### config.mk
export PLATFORM = sky130hd
export DESIGN_NAME = ip_prefix_acl_first_match
export DESIGN_NICKNAME = d
export VERILOG_FILES = /design/src/sv/ipacl_pkg.sv /design/src/sv/ipacl_head.sv /design/src/sv/ipacl_cell.sv /design/src/sv/ip_prefix_acl_first_match.sv
export VERILOG_INCLUDE_DIRS = /design/src /design/src/sv
export SDC_FILE = /design/constraint.sdc
export NUM_CORES = 2
export LEC_CHECK = 0
export BUFFER_PORTS_ARGS = -buffer_cell sky130_fd_sc_hd__buf_2
export CAP_MARGIN = 25
export CORE_ASPECT_RATIO = 1.1
export CORE_MARGIN = 3
export CORE_UTILIZATION = 45
export CTS_CLUSTER_DIAMETER = 80
export DETAILED_ROUTE_END_ITERATION = 7
export PLACE_DENSITY_LB_ADDON = 0.12
export SYNTH_ARGS = -nofsm -noshare
export SYNTH_HDL_FRONTEND = slang
export SYNTH_SLANG_ARGS = --single-unit
### constraint.sdc
create_clock -name clk_i -period 20.2 [get_ports clk_i]
set_input_delay 4.04 -clock clk_i [delete_from_list [all_inputs] [get_ports clk_i]]
set_output_delay 4.04 -clock clk_i [all_outputs]
set_load 0.1 [all_outputs]
### src/sv/ip_prefix_acl_first_match_macros.svh
// ---------------------------------------------------------------------------
// ip_prefix_acl_first_match macros
// Assertion macros, empty when built for synthesis.
// ---------------------------------------------------------------------------
`ifndef IP_PREFIX_ACL_FIRST_MATCH_MACROS_SVH
`define IP_PREFIX_ACL_FIRST_MATCH_MACROS_SVH

`ifndef SYNTHESIS
`define ACL_ASSERT(lbl, clk, rstn, prop, msg) \
  lbl: assert property (@(posedge clk) disable iff (!rstn) prop) else $error(msg);
`define ACL_ASSERT_ALWAYS(lbl, clk, prop, msg) \
  lbl: assert property (@(posedge clk) prop) else $error(msg);
`else
`define ACL_ASSERT(lbl, clk, rstn, prop, msg)
`define ACL_ASSERT_ALWAYS(lbl, clk, prop, msg)
`endif

`endif

### src/sv/ipacl_pkg.sv
// ---------------------------------------------------------------------------
// ipacl_pkg
// Shared types and constants of the first-match prefix access list.
// ---------------------------------------------------------------------------
package ipacl_pkg;

  localparam int unsigned RULE_DEPTH = 16;
  localparam int unsigned ADDR_W     = 32;
  localparam int unsigned PLEN_W     = 6;

  typedef enum logic {
    KIND_ADD   = 1'b0,
    KIND_CHECK = 1'b1
  } kind_e;

  // token handed from cell to cell
  typedef struct packed {
    logic              vld;
    kind_e             kind;
    logic [ADDR_W-1:0] addr;
    logic [ADDR_W-1:0] mask;
    logic              allow;
    logic              done;
    logic              res;
    logic              seen;
  } acl_tok_t;

endpackage

### src/sv/ipacl_head.sv
// ---------------------------------------------------------------------------
// ipacl_head
// Entry stage: builds the prefix mask and launches a token into the chain.
// ---------------------------------------------------------------------------
module ipacl_head (
  input  logic                          clk_i,
  input  logic                          rst_ni,
  input  logic                          adv_i,
  input  logic                          valid_i,
  input  logic                          kind_i,
  input  logic [ipacl_pkg::ADDR_W-1:0]  address_i,
  input  logic [ipacl_pkg::PLEN_W-1:0]  prefix_len_i,
  input  logic                          rule_allow_i,
  output ipacl_pkg::acl_tok_t           tok_o
);
  import ipacl_pkg::*;

  acl_tok_t          tok_d, tok_q;
  logic [ADDR_W-1:0] mask;

  assign mask = ~({ADDR_W{1'b1}} >> prefix_len_i);

  always_comb begin
    tok_d       = '0;
    tok_d.vld   = valid_i;
    tok_d.kind  = kind_e'(kind_i);
    tok_d.allow = rule_allow_i;
    tok_d.mask  = mask;
    unique case (kind_e'(kind_i))
      KIND_ADD: begin
        tok_d.addr = address_i & mask;
        // refuse an over-long prefix
        if (prefix_len_i > PLEN_W'(ADDR_W)) begin
          tok_d.done = 1'b1;
          tok_d.res  = 1'b0;
        end
      end
      KIND_CHECK: begin
        tok_d.addr = address_i;
      end
      default: tok_d.addr = address_i;
    endcase
  end

  always_ff @(posedge clk_i or negedge rst_ni) begin
    if (!rst_ni) begin
      tok_q <= '0;
    end else if (adv_i) begin
      tok_q <= tok_d;
    end
  end

  assign tok_o = tok_q;

endmodule

### src/sv/ipacl_cell.sv
// ---------------------------------------------------------------------------
// ipacl_cell
// One rule slot: stores a rule from a passing add, matches a passing check.
// ---------------------------------------------------------------------------
module ipacl_cell (
  input  logic                clk_i,
  input  logic                rst_ni,
  input  logic                adv_i,
  input  ipacl_pkg::acl_tok_t tok_i,
  output ipacl_pkg::acl_tok_t tok_o,
  output logic                occ_o
);
  import ipacl_pkg::*;

  acl_tok_t          tok_d, tok_q;
  logic              occ_q, occ_d;
  logic              wr;
  logic [ADDR_W-1:0] net_q, mask_q;
  logic              allow_q;

  always_comb begin
    tok_d = tok_i;
    occ_d = occ_q;
    wr    = 1'b0;
    if (tok_i.vld && !tok_i.done) begin
      unique case (tok_i.kind)
        KIND_ADD: begin
          if (!occ_q) begin
            wr         = 1'b1;
            occ_d      = 1'b1;
            tok_d.done = 1'b1;
            tok_d.res  = 1'b1;
          end
        end
        KIND_CHECK: begin
          if (occ_q) begin
            tok_d.seen = 1'b1;
            if ((tok_i.addr & mask_q) == net_q) begin
              tok_d.done = 1'b1;
              tok_d.res  = allow_q;
            end
          end
        end
        default: ;
      endcase
    end
  end

  always_ff @(posedge clk_i or negedge rst_ni) begin
    if (!rst_ni) begin
      tok_q <= '0;
      occ_q <= 1'b0;
    end else if (adv_i) begin
      tok_q <= tok_d;
      occ_q <= occ_d;
    end
  end

  always_ff @(posedge clk_i) begin
    if (adv_i && wr) begin
      net_q   <= tok_i.addr;
      mask_q  <= tok_i.mask;
      allow_q <= tok_i.allow;
    end
  end

  assign tok_o = tok_q;
  assign occ_o = occ_q;

endmodule

### src/sv/ip_prefix_acl_first_match.sv
// ---------------------------------------------------------------------------
// ip_prefix_acl_first_match
// Ordered first-match IPv4 prefix access list built as a chain of rule cells.
// ---------------------------------------------------------------------------
// Every item, add or check, enters an entry stage and then walks a chain of
// RULE_DEPTH rule cells in insertion order, one cell per cycle while the chain
// is not stalled. A new item is taken in every cycle that no stalled result
// holds the chain, so the sustained rate is then one item per cycle.
// An add settles in the first free cell it passes; a check takes the mark
// of the first occupied cell that matches. Items keep their order, so a
// check always sees exactly the adds that came before it. A stalled result
// freezes the whole chain, and in_stall_o follows out_stall_i in that case.
module ip_prefix_acl_first_match (
  input  logic                          clk_i,
  input  logic                          rst_ni,
  input  logic                          in_valid_i,
  output logic                          in_stall_o,
  input  logic                          kind_i,
  input  logic [ipacl_pkg::ADDR_W-1:0]  address_i,
  input  logic [ipacl_pkg::PLEN_W-1:0]  prefix_len_i,
  input  logic                          rule_allow_i,
  output logic                          out_valid_o,
  input  logic                          out_stall_i,
  output logic                          permitted_o,
  output logic                          stored_o
);
  import ipacl_pkg::*;
  `include "ip_prefix_acl_first_match_macros.svh"

  acl_tok_t              tok [RULE_DEPTH+1];
  logic [RULE_DEPTH-1:0] occ_vec;
  logic                  adv;
  acl_tok_t              last;

  assign last = tok[RULE_DEPTH];
  assign adv  = !(last.vld && out_stall_i);

  ipacl_head u_head (
    .clk_i        (clk_i),
    .rst_ni       (rst_ni),
    .adv_i        (adv),
    .valid_i      (in_valid_i),
    .kind_i       (kind_i),
    .address_i    (address_i),
    .prefix_len_i (prefix_len_i),
    .rule_allow_i (rule_allow_i),
    .tok_o        (tok[0])
  );

  for (genvar g = 0; g < RULE_DEPTH; g++) begin : g_cell
    ipacl_cell u_cell (
      .clk_i  (clk_i),
      .rst_ni (rst_ni),
      .adv_i  (adv),
      .tok_i  (tok[g]),
      .tok_o  (tok[g+1]),
      .occ_o  (occ_vec[g])
    );
  end

  assign in_stall_o  = !adv;
  assign out_valid_o = last.vld;

  always_comb begin
    permitted_o = 1'b0;
    stored_o    = 1'b0;
    unique case (last.kind)
      KIND_ADD:   stored_o    = last.done && last.res;
      KIND_CHECK: permitted_o = last.done ? last.res : !last.seen;
      default: ;
    endcase
  end

  `ACL_ASSERT(a_occ_prefix, clk_i, rst_ni,
    (((occ_vec >> 1) & ~occ_vec) == '0), "occupancy has a hole")
  `ACL_ASSERT(a_occ_hold, clk_i, rst_ni,
    (out_valid_o && out_stall_i) |=> $stable(occ_vec), "table changed while stalled")
  `ACL_ASSERT(a_occ_grow, clk_i, rst_ni,
    1'b1 |=> ($countones(occ_vec) <= $countones($past(occ_vec)) + 1),
    "more than one rule stored per cycle")
  `ACL_ASSERT_ALWAYS(a_occ_keep, clk_i,
    rst_ni |=> (!rst_ni || ($countones(occ_vec) >= $countones($past(occ_vec)))),
    "stored rule lost")

endmodule

==> results by group <==
Synth
  • Post-synthesis mux area share: 0.002865
  • Yosys reg bits: roughly 2200
  • FFs w/ async S/R, synth: 0.5227
  • EDFF count, synth: 1040
  • Mapped Area: 84710 sq um
  • Syn_nets: between 7000 and 8000
  • Avg Synthesized Cell Area: ~11 sq um
  • Yosys warning total: 0
  • Simple-Gate Fraction of Synth Area: 0.1937
  • Synth Instances: 7409
  • Synth Area in XOR/XNOR: 0.003308
  • Ys flop type: dfrtp_1
  • Post-synthesis adder-cell area fraction: 0
  • Main combinational cell family by area after synthesis: simple AND/OR/NAND/NOR gates
  • Seq/Total Area, Yosys: 0.7051
  • Compound-Gate Fraction of Synth Area: 0.07936
  • Synth unique cells: 47

Critical path
  • CP required: about 16 ns
  • Crit path max fanout: about 130
  • CP max stage cell: inv_8
  • Setup crit end kind: primary output
  • Crit-path max cell delay: 0.65 ns
  • CP Launch Type: primary input
  • Critical path class: primary input to primary output
  • Flop2flop setup slack: 15.55 ns
  • Crit-path cells: buf_2, nand2_4, inv_8, buf_2
  • Most Frequent Cell on Critical Path: buf_2
  • Worst EP arrival: ~5.8 ns

Die
  • Chip Width: roughly 420 microns
  • Die area: roughly 190000 sq um
  • Row count: 166
  • Io pins: 48
  • Die Height: between 400 and 500 microns
  • Initial Util: 0.4542
  • Core ar.: 186500 sq um

Power
  • Net Sw Power: between 4000 and 5000 uW
  • Net Sw Frac: 0.3101
  • Clock share of power: 0.310
  • P_leak: about 0.042 uW
  • Maximum VDD drop: 0.09443 mV
  • Power Internal: 8919 uW
  • Cell Pwr Density: 136.4 nW/um^2
  • Combinational power share: 0.146
  • Share of power burned in registers: 0.545

Route
  • Vias: approximately 52000
  • Antenna viol nets, final: 0
  • Vias per cell: around 5.2
  • Drc violations: 0
  • Wire length per cell: between 15 and 20 microns
  • Drt initial violations: between 3000 and 4000
  • First drt pass iteration count: 5
  • DRT Wirelength: 178900 microns

Clocking
  • TritonCTS Sinks: approximately 2200
  • CTS buffer count: 220
  • CTS tree: built
  • Root buffer cell: clkbuf_16
  • Worst skew pair latency: slightly above 0.8 ns
  • Post-CTS Setup Bufs: 0
  • Reg clk slew, reported paths: roughly 0.06 ns
  • Hold-fix buffers, CTS: 0
  • Clk buf depth: 3
  • Post-CTS Resized: 0
  • Depth of the CTS H-tree: 4

Finish
  • Filler Cells Inserted: 16700
  • Multi-input logic area: 23760 sq um
  • Most common cell after layout, fill and taps aside: nand2_1
  • NumNets Final: 7505
  • Finished Layout Cells: around 10000
  • Area occupied by registers: 59730 sq um
  • Commonest non-fill, non-tap cells in the layout: nand2_1 (3134), dfrtp_1 (1139), edfxtp_1 (1040)
  • Area delta synth->final: 11.87%
  • Fraction of layout cells with a size suffix above 1: 0.07068

STA
  • Final TNS setup: 0 ns
  • Slew HR: 0.3397
  • Setup ws final: 10.37 ns
  • Period utilization: 0.4868
  • Clock skew: between 0.02 and 0.03 ns
  • Fmax: a little over 100 MHz
  • Slew Limit Fails: 0
  • Final setup fails: 0
  • Hold Vio Cnt, Final: 0
  • Final min period: approximately 9.8 ns
  • Worst Max-Slew Pin Slew: just under 1 ns
  • RSZ-0062 raised after global routing: no
  • Worst Hold Slack: around 0.45 ns

Global routing
  • Gr usage total: 0.1867
  • Global-route wire length before repair: between 200000 and 300000 microns
  • Largest net degree at the start of global routing: ~210
  • Vias in the first global route: slightly above 50000
  • Antenna violations before repair: 3
  • Total gr overflow: 0

Flow run
  • Max Cap Viol: 0

Placement
  • Placement Setup Slack: 10.33 ns
  • Final GP Congestion: about 0.76
  • Post-DP HPWL: ~120000 microns
  • Placed instance count: just under 10000
  • Port Buf Inserts: 47

Hold path
  • Class of the worst hold path: flip-flop to flip-flop

Outcome
  • Status: complete, no violations
[synth_stat cells, types with 2 or more instances]
cell | n | area share
nand2_1 | 3135 | 0.14
dfrtp_1 | 1139 | 0.34
edfxtp_1 | 1040 | 0.37
a21oi_1 | 314 | 0.019
and3_1 | 241 | 0.018
clkbuf_1 | 167 | 0.0074
nand3_1 | 151 | 0.0089
a21o_1 | 122 | 0.011
a21boi_0 | 120 | 0.011
and3b_1 | 118 | 0.012
o22a_1 | 118 | 0.012
a211oi_1 | 102 | 0.0090
buf_2 | 85 | 0.0050
nor2_1 | 85 | 0.0038
o21ai_0 | 81 | 0.0048
nand4_1 | 66 | 0.0049
a211oi_2 | 46 | 0.0068
inv_1 | 45 | 0.0020
a31oi_1 | 34 | 0.0025
xor2_1 | 31 | 0.0032
nand2b_1 | 24 | 0.0018
buf_1 | 21 | 0.00093
mux2_2 | 18 | 0.0024
o31ai_1 | 16 | 0.0014
nor4_2 | 15 | 0.0022
nor4_1 | 14 | 0.0010
o311ai_1 | 14 | 0.0014
nor3_1 | 6 | 0.00035
o22a_2 | 5 | 0.00059
and2_1 | 4 | 0.00030
mux2i_1 | 4 | 0.00047
nor2b_1 | 4 | 0.00030
o21ai_1 | 4 | 0.00024
and3_2 | 2 | 0.00018
and3b_2 | 2 | 0.00024
nor3_2 | 2 | 0.00024
nor3b_1 | 2 | 0.00018
o22ai_1 | 2 | 0.00015
or3_1 | 2 | 0.00015
[cell families after synthesis]
family,after synthesis
buf+inv,320
compound gates,980
flops,2179
mux,22
simple gates,3876
xor+xnor,32
[per-stage QoR]
| step | utilization | cell area, sq um | power, uW |
|---|---|---|---|
| final | 0.5081 | 94770 | 12930 |
| after global routing | 0.5081 | 94770 | 13750 |
| after CTS | 0.5075 | 94660 | 13140 |
| after detailed placement | 0.4690 | 87470 | 9103 |
| after global placement | 0.4689 | 87450 | 9025 |
| after floorplan | - | 84710 | 8122 |
[power groups by stage]
stage                     clock network (uW)  logic, uW  registers [uW]
final                                   4000       1880            7040
after global routing                    4300       2230            7230
after CTS                               4120       1930            7090
after detailed placement                   0       1930            7180
after global placement                     0       1880            7150
after floorplan                            0       1520            6600
[routing by layer]
metal | GRT usage | vias up | wire (microns)
met5 | 0 | - | 0
met4 | 0.06178 | 0 | 5351
met3 | 0.02960 | 287 | 5755
met2 | 0.3236 | 621 | 90570
met1 | 0.2396 | 25830 | 77220
li1 | - | 25610 | -
[registers in the layout, summed over array words and instances (netlist names)]
name / flops
g_cell.u_cell.allow_q: 16
g_cell.u_cell.mask_q: 512
g_cell.u_cell.net_q: 512
g_cell.u_cell.occ_o: 16
g_cell.u_cell.tok_o: 1055
u_head.tok_o: 68
[layout make-up]
cell class              instances  share of cell area
clock inverters                84            0.007816
well taps                    2436             0.03216
clock buffers                 331             0.06806
repair buffers                105            0.009136
multi-input cells            4910              0.2507
flip-flops and latches       2179              0.6303
inverters                      45            0.001862
diodes                          1          0.00002640
[final timing paths]
check / start / endpoint / depth (start not counted)
max in group asynchronous: rst_ni / g_cell[6].u_cell.tok_o[54] / 6
worst max register to register: g_cell[15].u_cell.tok_o[69] / g_cell[6].u_cell.mask_q[5] / 7
worst min-delay path: g_cell[14].u_cell.tok_o[4] / g_cell[15].u_cell.mask_q[0] / 0
worst max-delay path: out_stall_i / in_stall_o / 4
min in group asynchronous: rst_ni / g_cell[14].u_cell.tok_o[22] / 1
worst min register to register: g_cell[14].u_cell.tok_o[4] / g_cell[15].u_cell.mask_q[0] / 0
[worst max-delay path, delay by kind of cell]
kind                   cells  cell delay [ns]
and+or+nand+nor            1             0.32
buffers and inverters      3             1.31
Note: power is estimated with default switching activity, not from simulation.
